<file path="src/hdl/cac_pkg.sv">
// shared types and constants of the credit admission controller
`default_nettype none

package cac_pkg;

	// field widths
	localparam int CHARGE_W = 32;
	localparam int COUNT_W  = 32;
	localparam int LEVEL_W  = 40;
	localparam int STAT_W   = 64;
	localparam int CFG_W    = 32;
	localparam int ADDR_W   = 5;
	localparam int REG_IDX_W = 3;
	localparam int EV_COUNT = 10;

	// request type codes
	localparam logic [3:0] REQ_RESERVE_Q     = 4'd0;
	localparam logic [3:0] REQ_RELEASE_UNPUB = 4'd1;
	localparam logic [3:0] REQ_ACTIVATE      = 4'd2;
	localparam logic [3:0] REQ_REQUEUE       = 4'd3;
	localparam logic [3:0] REQ_RELEASE       = 4'd4;
	localparam logic [3:0] REQ_RESERVE_RESP  = 4'd5;
	localparam logic [3:0] REQ_RELEASE_RESP  = 4'd6;
	localparam logic [3:0] REQ_RATE_LIMIT    = 4'd7;
	localparam logic [3:0] REQ_READ_STAT     = 4'd8;

	// request resource states
	localparam logic [1:0] RS_NONE   = 2'd0;
	localparam logic [1:0] RS_QUEUED = 2'd1;
	localparam logic [1:0] RS_ACTIVE = 2'd2;
	localparam logic [1:0] RS_UNUSED = 2'd3;

	// status codes
	localparam logic [1:0] ST_OK      = 2'd0;
	localparam logic [1:0] ST_INVALID = 2'd1;
	localparam logic [1:0] ST_LIMIT   = 2'd2;

	// statistic indexes
	localparam logic [4:0] STAT_QCOUNT    = 5'd0;
	localparam logic [4:0] STAT_QBYTES    = 5'd1;
	localparam logic [4:0] STAT_ACOUNT    = 5'd2;
	localparam logic [4:0] STAT_ABYTES    = 5'd3;
	localparam logic [4:0] STAT_RBYTES    = 5'd4;
	localparam logic [4:0] STAT_HW_QCOUNT = 5'd5;
	localparam logic [4:0] STAT_HW_QBYTES = 5'd6;
	localparam logic [4:0] STAT_HW_ACOUNT = 5'd7;
	localparam logic [4:0] STAT_HW_ABYTES = 5'd8;
	localparam logic [4:0] STAT_HW_RBYTES = 5'd9;
	localparam logic [4:0] STAT_EV_FIRST  = 5'd10;
	localparam logic [4:0] STAT_EV_LAST   = 5'd19;

	// event counter slots
	localparam int EV_REJ_REQ      = 0;
	localparam int EV_REJ_QCOUNT   = 1;
	localparam int EV_REJ_QBYTES   = 2;
	localparam int EV_ADMIT_REJ    = 3;
	localparam int EV_REJ_ACTIVE   = 4;
	localparam int EV_REJ_RESP     = 5;
	localparam int EV_RETRIED      = 6;
	localparam int EV_COMPLETED    = 7;
	localparam int EV_CANCELED     = 8;
	localparam int EV_RATE_LIMITED = 9;

	// register indexes
	localparam logic [REG_IDX_W-1:0] REG_MAX_REQUEST_BYTES  = 3'd0;
	localparam logic [REG_IDX_W-1:0] REG_MAX_QUEUED_COUNT   = 3'd1;
	localparam logic [REG_IDX_W-1:0] REG_MAX_QUEUED_BYTES   = 3'd2;
	localparam logic [REG_IDX_W-1:0] REG_MAX_ACTIVE_BYTES   = 3'd3;
	localparam logic [REG_IDX_W-1:0] REG_MAX_RESPONSE_BYTES = 3'd4;

	// register reset values
	localparam logic [CFG_W-1:0] RST_MAX_REQUEST_BYTES  = 32'd1048576;
	localparam logic [CFG_W-1:0] RST_MAX_QUEUED_COUNT   = 32'd256;
	localparam logic [CFG_W-1:0] RST_MAX_QUEUED_BYTES   = 32'd16777216;
	localparam logic [CFG_W-1:0] RST_MAX_ACTIVE_BYTES   = 32'd16777216;
	localparam logic [CFG_W-1:0] RST_MAX_RESPONSE_BYTES = 32'd8388608;

	// classified operation carried from front to back
	typedef enum logic [3:0] {
		OP_INVALID,
		OP_NOP,
		OP_RESERVE_Q,
		OP_RELEASE_UNPUB,
		OP_ACTIVATE,
		OP_REQUEUE,
		OP_RELEASE_REQ,
		OP_RESERVE_RESP,
		OP_RELEASE_RESP,
		OP_RATE_LIMIT,
		OP_READ_STAT
	} op_t;

	typedef struct packed {
		logic [CFG_W-1:0] max_request_bytes;
		logic [CFG_W-1:0] max_queued_count;
		logic [CFG_W-1:0] max_queued_bytes;
		logic [CFG_W-1:0] max_active_bytes;
		logic [CFG_W-1:0] max_response_bytes;
	} cfg_t;

	typedef struct packed {
		op_t                 op;
		logic [CHARGE_W-1:0] charge;
		logic [1:0]          echo_state;
		logic                from_queued;
		logic                completion;
		logic                cancel;
		logic [4:0]          stat_index;
		logic                req_too_big;
		logic                resp_too_big;
	} item_t;

endpackage

`default_nettype wire

</file>
<file path="src/hdl/credit_admission_controller.sv">
// credit admission controller top level: config port, front, queue and back
// a request beat is written into the operation queue, and its result is registered when the back end takes it
// throughput: one request per cycle while results do not stall, set by the back end update
// the operation queue absorbs up to QUEUE_DEPTH requests while results stall
// reset: levels, high-water marks and event counters clear, limits take defaults
`default_nettype none

module credit_admission_controller #(
	parameter int QUEUE_DEPTH = 4
) (
	input  wire logic                         clk,
	input  wire logic                         arst_n,
	input  wire logic                         psel,
	input  wire logic                         penable,
	input  wire logic                         pwrite,
	input  wire logic [cac_pkg::ADDR_W-1:0]   paddr,
	input  wire logic [cac_pkg::CFG_W-1:0]    pwdata,
	output logic      [cac_pkg::CFG_W-1:0]    prdata,
	output logic                              pready,
	input  wire logic                         req_valid,
	output logic                              req_ready,
	input  wire logic [3:0]                   req_type,
	input  wire logic [cac_pkg::CHARGE_W-1:0] charge,
	input  wire logic [1:0]                   request_state,
	input  wire logic                         count_completion,
	input  wire logic                         cancel_flag,
	input  wire logic [4:0]                   stat_index,
	output logic                              rsp_valid,
	input  wire logic                         rsp_ready,
	output logic [1:0]                        status,
	output logic [1:0]                        new_request_state,
	output logic [cac_pkg::STAT_W-1:0]        stat_value
);
	import cac_pkg::*;

	cfg_t  cfg;
	item_t front_item;
	item_t head_item;
	logic  front_push;
	logic  queue_full;
	logic  queue_empty;
	logic  back_pop;

	cac_regs u_regs (
		.clk     (clk),
		.arst_n  (arst_n),
		.psel    (psel),
		.penable (penable),
		.pwrite  (pwrite),
		.paddr   (paddr),
		.pwdata  (pwdata),
		.prdata  (prdata),
		.pready  (pready),
		.cfg     (cfg)
	);

	cac_front u_front (
		.req_valid        (req_valid),
		.req_ready        (req_ready),
		.req_type         (req_type),
		.charge           (charge),
		.request_state    (request_state),
		.count_completion (count_completion),
		.cancel_flag      (cancel_flag),
		.stat_index       (stat_index),
		.cfg              (cfg),
		.queue_full       (queue_full),
		.push             (front_push),
		.item             (front_item)
	);

	cac_queue #(
		.DEPTH (QUEUE_DEPTH)
	) u_queue (
		.clk       (clk),
		.arst_n    (arst_n),
		.push      (front_push),
		.push_item (front_item),
		.full      (queue_full),
		.pop       (back_pop),
		.head      (head_item),
		.empty     (queue_empty)
	);

	cac_back u_back (
		.clk               (clk),
		.arst_n            (arst_n),
		.cfg               (cfg),
		.head              (head_item),
		.empty             (queue_empty),
		.pop               (back_pop),
		.rsp_valid         (rsp_valid),
		.rsp_ready         (rsp_ready),
		.status            (status),
		.new_request_state (new_request_state),
		.stat_value        (stat_value)
	);

endmodule

`default_nettype wire

</file>
<file path="src/hdl/cac_regs.sv">
// configuration register file with apb-style access
`default_nettype none

module cac_regs (
	input  wire logic                       clk,
	input  wire logic                       arst_n,
	input  wire logic                       psel,
	input  wire logic                       penable,
	input  wire logic                       pwrite,
	input  wire logic [cac_pkg::ADDR_W-1:0] paddr,
	input  wire logic [cac_pkg::CFG_W-1:0]  pwdata,
	output logic      [cac_pkg::CFG_W-1:0]  prdata,
	output logic                            pready,
	output cac_pkg::cfg_t                   cfg
);
	import cac_pkg::*;

	cfg_t                 cfg_q;
	logic [REG_IDX_W-1:0] reg_idx;
	logic                 wr_beat;

	assign reg_idx = paddr[ADDR_W-1:2];
	assign wr_beat = psel && penable && pwrite;
	assign pready  = 1'b1;
	assign cfg     = cfg_q;

	// register writes
	always_ff @(posedge clk or negedge arst_n) begin
		if (!arst_n) begin
			cfg_q.max_request_bytes  <= RST_MAX_REQUEST_BYTES;
			cfg_q.max_queued_count   <= RST_MAX_QUEUED_COUNT;
			cfg_q.max_queued_bytes   <= RST_MAX_QUEUED_BYTES;
			cfg_q.max_active_bytes   <= RST_MAX_ACTIVE_BYTES;
			cfg_q.max_response_bytes <= RST_MAX_RESPONSE_BYTES;
		end else if (wr_beat) begin
			unique case (reg_idx)
				REG_MAX_REQUEST_BYTES:  cfg_q.max_request_bytes  <= pwdata;
				REG_MAX_QUEUED_COUNT:   cfg_q.max_queued_count   <= pwdata;
				REG_MAX_QUEUED_BYTES:   cfg_q.max_queued_bytes   <= pwdata;
				REG_MAX_ACTIVE_BYTES:   cfg_q.max_active_bytes   <= pwdata;
				REG_MAX_RESPONSE_BYTES: cfg_q.max_response_bytes <= pwdata;
				default: ;
			endcase
		end
	end

	// read mux
	always_comb begin
		unique case (reg_idx)
			REG_MAX_REQUEST_BYTES:  prdata = cfg_q.max_request_bytes;
			REG_MAX_QUEUED_COUNT:   prdata = cfg_q.max_queued_count;
			REG_MAX_QUEUED_BYTES:   prdata = cfg_q.max_queued_bytes;
			REG_MAX_ACTIVE_BYTES:   prdata = cfg_q.max_active_bytes;
			REG_MAX_RESPONSE_BYTES: prdata = cfg_q.max_response_bytes;
			default:                prdata = '0;
		endcase
	end

endmodule

`default_nettype wire

</file>
<file path="src/hdl/cac_front.sv">
// front end: accepts request beats and classifies them into operations
`default_nettype none

module cac_front (
	input  wire logic                         req_valid,
	output logic                              req_ready,
	input  wire logic [3:0]                   req_type,
	input  wire logic [cac_pkg::CHARGE_W-1:0] charge,
	input  wire logic [1:0]                   request_state,
	input  wire logic                         count_completion,
	input  wire logic                         cancel_flag,
	input  wire logic [4:0]                   stat_index,
	input  cac_pkg::cfg_t                     cfg,
	input  wire logic                         queue_full,
	output logic                              push,
	output cac_pkg::item_t                    item
);
	import cac_pkg::*;

	logic charge_zero;

	assign req_ready   = !queue_full;
	assign push        = req_valid;
	assign charge_zero = (charge == '0);

	// state-independent checks and operation decode
	always_comb begin
		item.charge       = charge;
		item.echo_state   = (request_state == RS_UNUSED) ? RS_NONE : request_state;
		item.from_queued  = (request_state == RS_QUEUED);
		item.completion   = count_completion;
		item.cancel       = cancel_flag;
		item.stat_index   = stat_index;
		item.req_too_big  = (charge > cfg.max_request_bytes);
		item.resp_too_big = (charge > cfg.max_response_bytes);
		unique case (req_type)
			REQ_RESERVE_Q:     item.op = charge_zero ? OP_INVALID : OP_RESERVE_Q;
			REQ_RELEASE_UNPUB: item.op = charge_zero ? OP_NOP : OP_RELEASE_UNPUB;
			REQ_ACTIVATE:
				item.op = (request_state == RS_QUEUED) ? OP_ACTIVATE : OP_INVALID;
			REQ_REQUEUE:
				item.op = (request_state == RS_ACTIVE) ? OP_REQUEUE : OP_INVALID;
			REQ_RELEASE:
				item.op = (request_state == RS_NONE) ? OP_INVALID : OP_RELEASE_REQ;
			REQ_RESERVE_RESP:  item.op = charge_zero ? OP_NOP : OP_RESERVE_RESP;
			REQ_RELEASE_RESP:  item.op = charge_zero ? OP_NOP : OP_RELEASE_RESP;
			REQ_RATE_LIMIT:    item.op = OP_RATE_LIMIT;
			REQ_READ_STAT:
				item.op = (stat_index <= STAT_EV_LAST) ? OP_READ_STAT : OP_INVALID;
			default:           item.op = OP_INVALID;
		endcase
	end

endmodule

`default_nettype wire

</file>
<file path="src/hdl/cac_queue.sv">
// small fifo of classified operations between front and back
`default_nettype none

module cac_queue #(
	parameter int DEPTH = 4
) (
	input  wire logic      clk,
	input  wire logic      arst_n,
	input  wire logic      push,
	input  cac_pkg::item_t push_item,
	output logic           full,
	input  wire logic      pop,
	output cac_pkg::item_t head,
	output logic           empty
);
	import cac_pkg::*;

	localparam int PTR_W = (DEPTH > 1) ? $clog2(DEPTH) : 1;
	localparam int CNT_W = $clog2(DEPTH + 1);

	item_t            items_q [DEPTH];
	logic [PTR_W-1:0] wr_ptr_q;
	logic [PTR_W-1:0] rd_ptr_q;
	logic [CNT_W-1:0] count_q;
	logic             do_push;
	logic             do_pop;

	assign full    = (count_q == CNT_W'(DEPTH));
	assign empty   = (count_q == '0);
	assign do_push = push && !full;
	assign do_pop  = pop && !empty;
	assign head    = items_q[rd_ptr_q];

	// pointers and fill count
	always_ff @(posedge clk or negedge arst_n) begin
		if (!arst_n) begin
			wr_ptr_q <= '0;
			rd_ptr_q <= '0;
			count_q  <= '0;
		end else begin
			if (do_push) begin
				wr_ptr_q <= (wr_ptr_q == PTR_W'(DEPTH - 1)) ? '0 : wr_ptr_q + 1'b1;
			end
			if (do_pop) begin
				rd_ptr_q <= (rd_ptr_q == PTR_W'(DEPTH - 1)) ? '0 : rd_ptr_q + 1'b1;
			end
			if (do_push && !do_pop) begin
				count_q <= count_q + 1'b1;
			end else if (do_pop && !do_push) begin
				count_q <= count_q - 1'b1;
			end
		end
	end

	// entry storage
	always_ff @(posedge clk) begin
		if (do_push) begin
			items_q[wr_ptr_q] <= push_item;
		end
	end

endmodule

`default_nettype wire

</file>
<file path="src/hdl/cac_back.sv">
// back end: credit levels, high-water marks, event counters and result register
`default_nettype none

module cac_back (
	input  wire logic                       clk,
	input  wire logic                       arst_n,
	input  cac_pkg::cfg_t                   cfg,
	input  cac_pkg::item_t                  head,
	input  wire logic                       empty,
	output logic                            pop,
	output logic                            rsp_valid,
	input  wire logic                       rsp_ready,
	output logic [1:0]                      status,
	output logic [1:0]                      new_request_state,
	output logic [cac_pkg::STAT_W-1:0]      stat_value
);
	import cac_pkg::*;

	// levels and marks
	logic [COUNT_W-1:0] qcount_q, acount_q, hw_qcount_q, hw_acount_q;
	logic [LEVEL_W-1:0] qbytes_q, abytes_q, rbytes_q;
	logic [LEVEL_W-1:0] hw_qbytes_q, hw_abytes_q, hw_rbytes_q;
	logic [STAT_W-1:0]  ev_q [EV_COUNT];

	// next values
	logic [COUNT_W-1:0] qcount_d, acount_d;
	logic [LEVEL_W-1:0] qbytes_d, abytes_d, rbytes_d;
	logic               mark_qcount, mark_qbytes, mark_acount, mark_abytes, mark_rbytes;
	logic [EV_COUNT-1:0] ev_bump;
	logic [1:0]          status_d, nstate_d;
	logic [STAT_W-1:0]   value_d;

	// arithmetic
	logic [LEVEL_W:0]   c_ext;
	logic [LEVEL_W:0]   qbytes_sum, abytes_sum, rbytes_sum;
	logic [LEVEL_W:0]   qbytes_dif, abytes_dif, rbytes_dif;
	logic [LEVEL_W-1:0] qbytes_add, abytes_add, rbytes_add;
	logic [LEVEL_W-1:0] qbytes_drop, abytes_drop, rbytes_drop;
	logic [COUNT_W-1:0] qcount_inc, qcount_dec, acount_inc, acount_dec;
	logic               qcount_full, qbytes_over, abytes_over;
	logic [4:0]         ev_off;
	logic [3:0]         ev_idx;

	logic rsp_valid_q;
	logic take;

	assign take      = !empty && (!rsp_valid_q || rsp_ready);
	assign pop       = take;
	assign rsp_valid = rsp_valid_q;

	// saturating adds; a subtract that would underflow leaves the level or count unchanged
	always_comb begin
		c_ext       = {{(LEVEL_W + 1 - CHARGE_W){1'b0}}, head.charge};
		qbytes_sum  = {1'b0, qbytes_q} + c_ext;
		abytes_sum  = {1'b0, abytes_q} + c_ext;
		rbytes_sum  = {1'b0, rbytes_q} + c_ext;
		qbytes_dif  = {1'b0, qbytes_q} - c_ext;
		abytes_dif  = {1'b0, abytes_q} - c_ext;
		rbytes_dif  = {1'b0, rbytes_q} - c_ext;
		qbytes_add  = qbytes_sum[LEVEL_W] ? '1 : qbytes_sum[LEVEL_W-1:0];
		abytes_add  = abytes_sum[LEVEL_W] ? '1 : abytes_sum[LEVEL_W-1:0];
		rbytes_add  = rbytes_sum[LEVEL_W] ? '1 : rbytes_sum[LEVEL_W-1:0];
		qbytes_drop = qbytes_dif[LEVEL_W] ? qbytes_q : qbytes_dif[LEVEL_W-1:0];
		abytes_drop = abytes_dif[LEVEL_W] ? abytes_q : abytes_dif[LEVEL_W-1:0];
		rbytes_drop = rbytes_dif[LEVEL_W] ? rbytes_q : rbytes_dif[LEVEL_W-1:0];
		qcount_inc  = (qcount_q == '1) ? qcount_q : qcount_q + 1'b1;
		acount_inc  = (acount_q == '1) ? acount_q : acount_q + 1'b1;
		qcount_dec  = (qcount_q == '0) ? qcount_q : qcount_q - 1'b1;
		acount_dec  = (acount_q == '0) ? acount_q : acount_q - 1'b1;
		// level plus charge above limit covers a level already over its limit,
		// a zero charge always fits
		qcount_full = (qcount_q >= cfg.max_queued_count);
		qbytes_over = (qbytes_sum > {{(LEVEL_W + 1 - CFG_W){1'b0}}, cfg.max_queued_bytes});
		abytes_over = (abytes_sum > {{(LEVEL_W + 1 - CFG_W){1'b0}}, cfg.max_active_bytes})
			&& (head.charge != '0);
		ev_off      = head.stat_index - STAT_EV_FIRST;
		ev_idx      = ev_off[3:0];
	end

	// operation execute
	always_comb begin
		qcount_d    = qcount_q;
		qbytes_d    = qbytes_q;
		acount_d    = acount_q;
		abytes_d    = abytes_q;
		rbytes_d    = rbytes_q;
		mark_qcount = 1'b0;
		mark_qbytes = 1'b0;
		mark_acount = 1'b0;
		mark_abytes = 1'b0;
		mark_rbytes = 1'b0;
		ev_bump     = '0;
		status_d    = ST_OK;
		nstate_d    = head.echo_state;
		value_d     = '0;
		unique case (head.op)
			OP_INVALID: begin
				status_d = ST_INVALID;
			end
			OP_NOP: ;
			OP_RESERVE_Q: begin
				if (head.req_too_big) begin
					ev_bump[EV_REJ_REQ]   = 1'b1;
					ev_bump[EV_ADMIT_REJ] = 1'b1;
					status_d = ST_LIMIT;
				end else if (qcount_full) begin
					ev_bump[EV_REJ_QCOUNT] = 1'b1;
					ev_bump[EV_ADMIT_REJ]  = 1'b1;
					status_d = ST_LIMIT;
				end else if (qbytes_over) begin
					ev_bump[EV_REJ_QBYTES] = 1'b1;
					ev_bump[EV_ADMIT_REJ]  = 1'b1;
					status_d = ST_LIMIT;
				end else begin
					qcount_d    = qcount_inc;
					qbytes_d    = qbytes_add;
					mark_qcount = 1'b1;
					mark_qbytes = 1'b1;
					nstate_d    = RS_QUEUED;
				end
			end
			OP_RELEASE_UNPUB: begin
				qcount_d = qcount_dec;
				qbytes_d = qbytes_drop;
			end
			OP_ACTIVATE: begin
				if (abytes_over) begin
					ev_bump[EV_REJ_ACTIVE] = 1'b1;
					status_d = ST_LIMIT;
				end else begin
					qcount_d    = qcount_dec;
					qbytes_d    = qbytes_drop;
					acount_d    = acount_inc;
					abytes_d    = abytes_add;
					mark_acount = 1'b1;
					mark_abytes = 1'b1;
					nstate_d    = RS_ACTIVE;
				end
			end
			OP_REQUEUE: begin
				acount_d = acount_dec;
				abytes_d = abytes_drop;
				qcount_d = qcount_inc;
				qbytes_d = qbytes_add;
				ev_bump[EV_RETRIED] = 1'b1;
				nstate_d = RS_QUEUED;
			end
			OP_RELEASE_REQ: begin
				if (head.from_queued) begin
					qcount_d = qcount_dec;
					qbytes_d = qbytes_drop;
				end else begin
					acount_d = acount_dec;
					abytes_d = abytes_drop;
				end
				ev_bump[EV_COMPLETED] = head.completion;
				ev_bump[EV_CANCELED]  = head.completion && head.cancel;
				nstate_d = RS_NONE;
			end
			OP_RESERVE_RESP: begin
				if (head.resp_too_big || abytes_over) begin
					ev_bump[EV_REJ_RESP] = 1'b1;
					status_d = ST_LIMIT;
				end else begin
					rbytes_d    = rbytes_add;
					abytes_d    = abytes_add;
					mark_rbytes = 1'b1;
					mark_abytes = 1'b1;
				end
			end
			OP_RELEASE_RESP: begin
				rbytes_d = rbytes_drop;
				abytes_d = abytes_drop;
			end
			OP_RATE_LIMIT: begin
				ev_bump[EV_RATE_LIMITED] = 1'b1;
			end
			OP_READ_STAT: begin
				case (head.stat_index)
					STAT_QCOUNT:    value_d = STAT_W'(qcount_q);
					STAT_QBYTES:    value_d = STAT_W'(qbytes_q);
					STAT_ACOUNT:    value_d = STAT_W'(acount_q);
					STAT_ABYTES:    value_d = STAT_W'(abytes_q);
					STAT_RBYTES:    value_d = STAT_W'(rbytes_q);
					STAT_HW_QCOUNT: value_d = STAT_W'(hw_qcount_q);
					STAT_HW_QBYTES: value_d = STAT_W'(hw_qbytes_q);
					STAT_HW_ACOUNT: value_d = STAT_W'(hw_acount_q);
					STAT_HW_ABYTES: value_d = STAT_W'(hw_abytes_q);
					STAT_HW_RBYTES: value_d = STAT_W'(hw_rbytes_q);
					default:        value_d = ev_q[ev_idx];
				endcase
			end
			default: begin
				status_d = ST_INVALID;
			end
		endcase
	end

	// levels and high-water marks
	always_ff @(posedge clk or negedge arst_n) begin
		if (!arst_n) begin
			qcount_q    <= '0;
			qbytes_q    <= '0;
			acount_q    <= '0;
			abytes_q    <= '0;
			rbytes_q    <= '0;
			hw_qcount_q <= '0;
			hw_qbytes_q <= '0;
			hw_acount_q <= '0;
			hw_abytes_q <= '0;
			hw_rbytes_q <= '0;
		end else if (take) begin
			qcount_q <= qcount_d;
			qbytes_q <= qbytes_d;
			acount_q <= acount_d;
			abytes_q <= abytes_d;
			rbytes_q <= rbytes_d;
			if (mark_qcount && qcount_inc > hw_qcount_q) begin
				hw_qcount_q <= qcount_inc;
			end
			if (mark_qbytes && qbytes_add > hw_qbytes_q) begin
				hw_qbytes_q <= qbytes_add;
			end
			if (mark_acount && acount_inc > hw_acount_q) begin
				hw_acount_q <= acount_inc;
			end
			if (mark_abytes && abytes_add > hw_abytes_q) begin
				hw_abytes_q <= abytes_add;
			end
			if (mark_rbytes && rbytes_add > hw_rbytes_q) begin
				hw_rbytes_q <= rbytes_add;
			end
		end
	end

	// saturating event counters
	always_ff @(posedge clk or negedge arst_n) begin
		if (!arst_n) begin
			for (int i = 0; i < EV_COUNT; i++) begin
				ev_q[i] <= '0;
			end
		end else if (take) begin
			for (int i = 0; i < EV_COUNT; i++) begin
				if (ev_bump[i] && ev_q[i] != '1) begin
					ev_q[i] <= ev_q[i] + 1'b1;
				end
			end
		end
	end

	// result beat valid
	always_ff @(posedge clk or negedge arst_n) begin
		if (!arst_n) begin
			rsp_valid_q <= 1'b0;
		end else if (take) begin
			rsp_valid_q <= 1'b1;
		end else if (rsp_ready) begin
			rsp_valid_q <= 1'b0;
		end
	end

	// result beat payload
	always_ff @(posedge clk) begin
		if (take) begin
			status            <= status_d;
			new_request_state <= nstate_d;
			stat_value        <= value_d;
		end
	end

endmodule

`default_nettype wire

</file>
<file path="config.mk">
export PLATFORM = sky130hd
export DESIGN_NAME = credit_admission_controller
export DESIGN_NICKNAME = d
export VERILOG_FILES = /design/src/hdl/cac_pkg.sv /design/src/hdl/credit_admission_controller.sv /design/src/hdl/cac_regs.sv /design/src/hdl/cac_front.sv /design/src/hdl/cac_queue.sv /design/src/hdl/cac_back.sv
export SDC_FILE = /design/constraint.sdc
export NUM_CORES = 2
export LEC_CHECK = 0
export ABC_CLOCK_PERIOD_IN_PS = 17300
export BUFFER_PORTS_ARGS = -buffer_cell sky130_fd_sc_hd__buf_2
export CAP_MARGIN = 0
export CORE_MARGIN = 10
export CORE_UTILIZATION = 45
export CTS_BUF_LIST = sky130_fd_sc_hd__clkbuf_16
export DETAILED_ROUTE_END_ITERATION = 6
export PLACE_DENSITY = 0.69
export SETUP_SLACK_MARGIN = 0.2
export SLEW_MARGIN = 20
export SYNTH_ARGS = -nofsm -noshare
export SYNTH_HDL_FRONTEND = slang
export SYNTH_SLANG_ARGS = --single-unit
export TNS_END_PERCENT = 1
</file>
<file path="constraint.sdc">
create_clock -name clk -period 17.3 [get_ports clk]
set_input_delay 0.865 -clock clk [delete_from_list [all_inputs] [get_ports clk]]
set_output_delay 0.865 -clock clk [all_outputs]
set_load 0.01 [all_outputs]
</file>
### Word-level counts from Yosys, hierarchy flattened

Memories as Yosys holds them, arrays and structs flattened.
Cells that the tools add are included.

* memories kept: 1
* input bits: 89
* output and inout bits: 103
* bits in writable memories: 192
* bits in registers: 1244
* word-level logic and storage cells: 289

Memories
* u_queue.items_q: depth 4, bits a word 48, rd ports 1, clocked after memory_dff 0, write ports 1, line cac_queue.sv:21 `item_t items_q [DEPTH];`

* bitwise gates (word level): 1
* $add $sub $neg: 25
* $lt $le $gt $ge: 12
* muxes and demuxes: 89
* reduce and logical (&&, ||, !) cells: 72
* equality and inequality tests: 57

Operators by type and width (number)
* adder 64 x 1 -> 64 bit (second input constant): 10
* != test 64 bit (second input constant): 10
* one-hot mux 64 bit (10 select lines): 1
* two-way mux 40 bit: 15
* two-way mux 32 bit: 11
* one-hot mux 32 bit (5 select lines): 2
* binary-select mux 64 bit (select 4 bit): 1
* one-hot mux 40 bit (5 select lines): 1
* one-hot mux 40 bit (4 select lines): 1
* > comparator 32 bit: 4
* two-way mux 64 bit: 2
* adder 40 x 32 -> 41 bit: 3
* subtractor 40 x 32 -> 41 bit: 3
* > comparator 40 bit: 3
* logical NOT 32 bit: 3
* one-hot mux 32 bit (3 select lines): 1
* > comparator 41 x 32 -> 1 bit: 2
* one-hot mux 40 bit (2 select lines): 1
* adder 32 x 1 -> 32 bit (second input constant): 2
* equality test 32 bit (second input constant): 2
* subtractor 32 x 1 -> 32 bit (second input constant): 2
* AND reduction 2 bit: 20
* one-hot mux 4 bit (9 select lines): 1
* two-way mux 2 bit: 17
* other kinds (44): 138

### Depth between registers and ports, before layout

An unclocked memory read counts as a cell.

* depth in word-level cells: 9
* depth in mapped cells: 33
* gate-level depth less buffers: 28

### Cells and area by module

A second synthesis with hierarchy kept.

* cell total of the unflattened synthesis: 9148
* area total of the unflattened synthesis: 91039.8 um^2

Modules (own cells, without submodules)
* cac_back: area each 74228.7 um^2, cells an instance 8057, times used 1
* cac_queue: area each 7398.3 um^2, cells an instance 288, times used 1
* cac_regs: area each 7310.8 um^2, cells an instance 505, times used 1
* cac_front: area each 2102.0 um^2, cells an instance 298, times used 1

### Worst setup path after synthesis

Ideal clock, no wire load.

* kind: reg-to-reg
* start point: register u_queue.rd_ptr_q[0]
* end point: register u_back.hw_qbytes_q[10]
* data arrival time: 7.159 ns
* setup slack: 10.016 ns
* setup time: 0.125 ns
* stages on the path, launching flop included: 30
* clock period less this slack: 7.284 ns
* path buffers: 5
* required time: 17.175 ns
* cell sequence: dfrtp_1 buf_2 buf_2 buf_2 mux4_2 inv_1 ha_1 nand2b_1 a221oi_2 o21ai_1 or4_4 nand4_1 a311o_1 a21oi_1 o41ai_1 a31oi_1 xnor2_1 inv_1 ha_1 a21oi_1 nand3b_1 or3_1 a2111oi_0 o2111a_1 o211ai_4 nor2_4 and3_1 buf_6 buf_6 mux2_4

* word-level cells in the longest chain between the ends: 9
* elaborated cells between the ends (all ways): 12

Ends and longest elaborated chain
* start: declaration: line cac_queue.sv:23 `logic [PTR_W-1:0] rd_ptr_q;`
* start signal: assignment: line cac_queue.sv:45 `rd_ptr_q <= (rd_ptr_q == PTR_W'(DEPTH - 1)) ? '0 : rd_ptr_q + 1'b1;`
* memory read (4 x 48 bit) *
* adder 40 x 32 -> 41 bit: line cac_back.sv:54 `qbytes_sum = {1'b0, qbytes_q} + c_ext;`
* > comparator 41 x 32 -> 1 bit: line cac_back.sv:73 `qbytes_over = (qbytes_sum > {{(LEVEL_W + 1 - CFG_W){1'b0}}, cfg.max_queued_bytes});`
* two-way mux 1 bit: line cac_back.sv:110 `end else if (qbytes_over) begin`
* two-way mux 1 bit: line cac_back.sv:106 `end else if (qcount_full) begin`
* two-way mux 1 bit: line cac_back.sv:102 `if (head.req_too_big) begin`
* two-way mux 1 bit: line cac_back.sv:96 `unique case (head.op)`
* logical AND 1 bit: line cac_back.sv:221 `if (mark_qbytes && qbytes_add > hw_qbytes_q) begin`
* AND reduction 2 bit (no source line)
* end signal: assignment: line cac_back.sv:222 `hw_qbytes_q <= qbytes_add;`
* end: declaration: line cac_back.sv:22 `logic [LEVEL_W-1:0] hw_qbytes_q, hw_abytes_q, hw_rbytes_q;`

Every way passes the cells marked *; elsewhere a longest branch is shown, timed or not.
A chain may end at the register's enable or synchronous reset.

### Worst setup path after layout

* start point: register u_queue.rd_ptr_q[0]
* end point: register u_back.hw_rbytes_q[17]

* word-level cells in the longest chain between the ends: 9
* elaborated cells between the ends (all ways): 14

Ends and longest elaborated chain
* memory read (4 x 48 bit) *
* adder 40 x 32 -> 41 bit: line cac_back.sv:55 `abytes_sum = {1'b0, abytes_q} + c_ext;`
* > comparator 41 x 32 -> 1 bit: line cac_back.sv:74 `abytes_over = (abytes_sum > {{(LEVEL_W + 1 - CFG_W){1'b0}}, cfg.max_active_bytes})`
* logical AND 1 bit: line cac_back.sv:75 `&& (head.charge != '0);`
* logical OR 1 bit: line cac_back.sv:161 `if (head.resp_too_big || abytes_over) begin`
* two-way mux 1 bit: line cac_back.sv:161
* two-way mux 1 bit: line cac_back.sv:96
* logical AND 1 bit: line cac_back.sv:230 `if (mark_rbytes && rbytes_add > hw_rbytes_q) begin`
* AND reduction 2 bit (no source line)
* end signal: assignment: line cac_back.sv:231 `hw_rbytes_q <= rbytes_add;`
* end: declaration: line cac_back.sv:22

Marked as above.

==> impl_results.md <==
* CTS H-tree depth at 4
* Data required time of the worst path at 17.99 ns
* Hold slack at 0.0778 ns
* Post-CTS sizing at 0
* Post-CTS Setup Bufs at 0
* Finished Cell Area at 0.0995 mm2
* Largest net degree at the start of global routing at 165
* Final setup viols at 0
* CTS buffer count at 160
* Clk_skew at 0.0504 ns
* Reg2reg start: u_queue.rd_ptr_q[0]
* Placer's final routability congestion estimate at 0.994
* Sequential fraction of the synthesis area at 40.8%
* I/O Buffers at 188
* Cells on worst reg2reg path at 26
* Worst slew margin at 20.6%
* Final Hold Fails at 0
* Detailed Place HPWL at 251 mm
* Via count normalized by instance count at 6.31
* # fillers at 18300
* Root Buffer: clkbuf_16
* DR WL/cell at 26.7 um
* CTS Hold Bufs at 0
* Main combinational cell family by area after synthesis: simple AND/OR/NAND/NOR gates
* Antenna violations before repair at 17
* Post-synthesis adder-cell area fraction at 7.85%
* Hold crit path type: input pin to asynchronous set/reset pin
* Register area at 0.0371 mm2
* Detailed Routing Iterations Pass 1 at 7
* Post-Place Cells at 11900
* P per Cell Area at 212 mW/mm2
* Worst Tran Pin Value at 1.19 ns
* Final Slew Violations at 0
* Seq cells post-synth at 1432
* Ys Warns at 0
* Die width at 469 um
* TNS Setup at 0 ns
* Layout cells sized above 1 at 11.0%
* Status: finished with violations
* Via Count at 77300
* Drt drc at 26
* Multi-input gate area at 0.0499 mm2
* Primary FF master, synth: dfrtp_1
* Final WS setup at 7.16 ns
* Crit path time final at 10.14 ns
* Core outline area at 0.200 mm2
* Tcrit/Tclk final at 58.6%
* IO Pins at 192
* P&R area growth vs syn at 9.46%
* Max-cap viol count at 0
* Reg clk slew, reported paths at 0.06 ns
* Post-Synth Simple-Gate Area at 17.5%
* XOR/XNOR Fraction of Synth Area at 8.47%
* Worst Setup End Kind: flop
* CTS max path bufs at 3
* WP data arrival at 10.84 ns
* P_leak at 43.2 nW
* R2r setup slk at 7.16 ns
* Final WL at 327 mm
* Nets at 10100
* Cell area after synthesis at 0.0909 mm2
* Remaining global-route overflow at 0
* Drt first-iter violations at 10700
* Mux contribution to synthesized area at 7.99%
* Capturing point of the worst reg2reg path: u_back.hw_rbytes_q[17]
* Placed inst area at 0.0943 mm2
* Antenna viol nets, final at 0
* Crit Path Max Fanout at 24
* Unique masters post-synth at 116
* Row count at 164
* Die H at 469 um
* Fmax at 0.0986 GHz
* Worst-skew pair later-pin latency at 0.85 ns
* Place WS at 7.46 ns
* Initial core utilization at 45.4%
* Post-synth ARST share at 82.1%
* Post-synth EDFFs at 256
* Compound-Gate Fraction of Synth Area at 12.8%
* Unrepaired setup endpoints after global routing: false
* Synthesized instance count at 9475
* Critical Path Source Type: flop
* Syn avg cell area at 9.59 um2
* First-pass GRT wire length at 480 mm
* End-of-flow core utilization at 49.7%
* Net Count, Synth at 10100
* CTS tree: done
* # clock sinks at 1432
* Die area at 0.220 mm2
* Failing checks: design-rule violations
* Tot GR Track Use at 28.5%
* Crit Path Class: flop to flop
* Final std cells w/o fill at 12200
* Peak supply drop at 0.000180 V
* Tot Pwr at 21.1 mW
* Vias in the first global route at 72900
cell usage in the layout, fill, tap and decap left out, drive strengths merged, types with 247 or more instances in the layout:
cell,count
a21oi,526
buf,289
dfrtp,1171
edfxtp,256
ha,559
inv,622
mux2,247
nand2,874
nand3,472
nand4,251
nor2,604
o21ai,456
xnor2,627
xor2,252
cell type report:
type | instances | area share (%)
clock inverters | 135 | 1.14
repair buffers | 289 | 1.78
multi-input cells | 6979 | 50.2
well taps | 2656 | 3.34
diodes | 9 | 0.0226
clock buffers | 161 | 4.05
inverters | 576 | 2.18
flip-flops and latches | 1432 | 37.3
cell usage after synthesis (all sizes together) (15+ instances only):
| library cell | count | area, um2 |
|---|---|---|
| nor3 | 203 | 1040 |
| inv | 573 | 2150 |
| a22oi | 99 | 743 |
| nand2b | 127 | 795 |
| o21a | 40 | 300 |
| o41ai | 15 | 146 |
| a22o | 47 | 412 |
| and3 | 200 | 1250 |
| a221oi | 37 | 330 |
| o221ai | 49 | 429 |
| and2 | 56 | 350 |
| mux4 | 138 | 3110 |
| nand3 | 472 | 2370 |
| xnor2 | 627 | 5490 |
| mux2 | 247 | 2900 |
| a21o | 111 | 833 |
| o31ai | 46 | 350 |
| a211oi | 41 | 313 |
| or3 | 44 | 275 |
| buf | 115 | 583 |
| nor2b | 96 | 601 |
| or2 | 59 | 369 |
| nand4 | 251 | 1600 |
| clkbuf | 373 | 1400 |
| o21bai | 37 | 278 |
| o21ai | 456 | 2290 |
| o211ai | 28 | 229 |
| nor4 | 107 | 697 |
| nor2 | 604 | 2290 |
| edfxtp | 256 | 7690 |
| o22ai | 58 | 363 |
| mux2i | 126 | 1260 |
| a31oi | 54 | 353 |
| xor2 | 252 | 2210 |
| ha | 559 | 6990 |
| a222oi | 40 | 400 |
| and4 | 55 | 482 |
| nand2 | 874 | 3300 |
| dfrtp | 1171 | 29300 |
| or4 | 21 | 161 |
| a21oi | 526 | 2640 |
registers in the layout (all words and copies together) (netlist names), 2 cells and up:
| name | flops |
|---|---|
| u_back.new_request_state | 2 |
| u_back.hw_rbytes_q | 40 |
| u_back.hw_acount_q | 32 |
| u_back.acount_q | 32 |
| u_back.status | 2 |
| u_back.abytes_q | 40 |
| u_back.stat_value | 64 |
| u_back.rbytes_q | 40 |
| u_back.hw_qcount_q | 32 |
| u_queue.count_q | 3 |
| u_back.ev_q | 640 |
| u_back.hw_abytes_q | 40 |
| u_regs.cfg | 160 |
| u_queue.wr_ptr_q | 2 |
| u_queue.rd_ptr_q | 2 |
| u_queue.items_q | 188 |
| u_back.hw_qbytes_q | 40 |
| u_back.qbytes_q | 40 |
| u_back.qcount_q | 32 |
routing by layer:
metal  vias up  routed length [um]  part of all wire (%)  GRT usage, %
li1      33900                   -                     -             -
met1     38600              138000                    42          40.9
met2      4276              137000                    42          40.9
met3       558               39200                    12          7.56
met4        12               13200                   4.0          10.4
met5         -                 114                 0.035             0
report_power, final:
group	total [mW]	internal [mW]	switching (mW)
combinational	13.2	4.53	8.66
sequential	4.52	3.90	0.619
clock	3.41	1.90	1.52
total	21.1	10.3	10.8
worst max-delay path, stage by stage, from the launching register on:
cell,delay [ns]
dfrtp_4,0.73
mux4_2,0.80
inv_1,0.37
ha_1,0.37
nor3_1,0.41
nand2_1,0.10
o211ai_1,0.28
a21oi_2,0.17
a21oi_1,0.40
a31oi_1,0.26
o21bai_1,0.32
a21o_1,0.16
a21oi_1,0.08
xnor2_1,0.53
ha_1,0.23
nand4_1,0.14
or4_1,0.64
nor2_1,0.28
nand3_1,0.12
a21oi_1,0.29
nor4bb_1,0.56
and2_1,0.23
or2_1,0.14
nand2_1,0.41
nor3_4,1.03
buf_4,0.47
mux2_2,0.38
worst max-delay path by stage:
stage	cells after the start	endpoint	startpoint	slack, ns
global route	26	u_back.hw_rbytes_q[19]	u_queue.rd_ptr_q[0]	6.93
detailed placement	26	u_back.hw_rbytes_q[7]	u_queue.rd_ptr_q[0]	7.46
CTS	26	u_back.hw_rbytes_q[17]	u_queue.rd_ptr_q[0]	7.40
finish	26	u_back.hw_rbytes_q[17]	u_queue.rd_ptr_q[0]	7.16
global placement	26	u_back.hw_rbytes_q[3]	u_queue.rd_ptr_q[0]	7.58
floorplan	29	u_back.hw_qbytes_q[10]	u_queue.rd_ptr_q[0]	10.02
kinds of logic after synthesis:
kind of cell | after synthesis
AOI/OAI and AO/OA | 1820
xor gates and xnor gates | 879
adders and majority gates | 566
buffers and inverters | 1064
DFF | 1432
muxes | 511
other | 1
and+or+nand+nor | 3202
No activity file was read; power rests on OpenSTA's default activity.
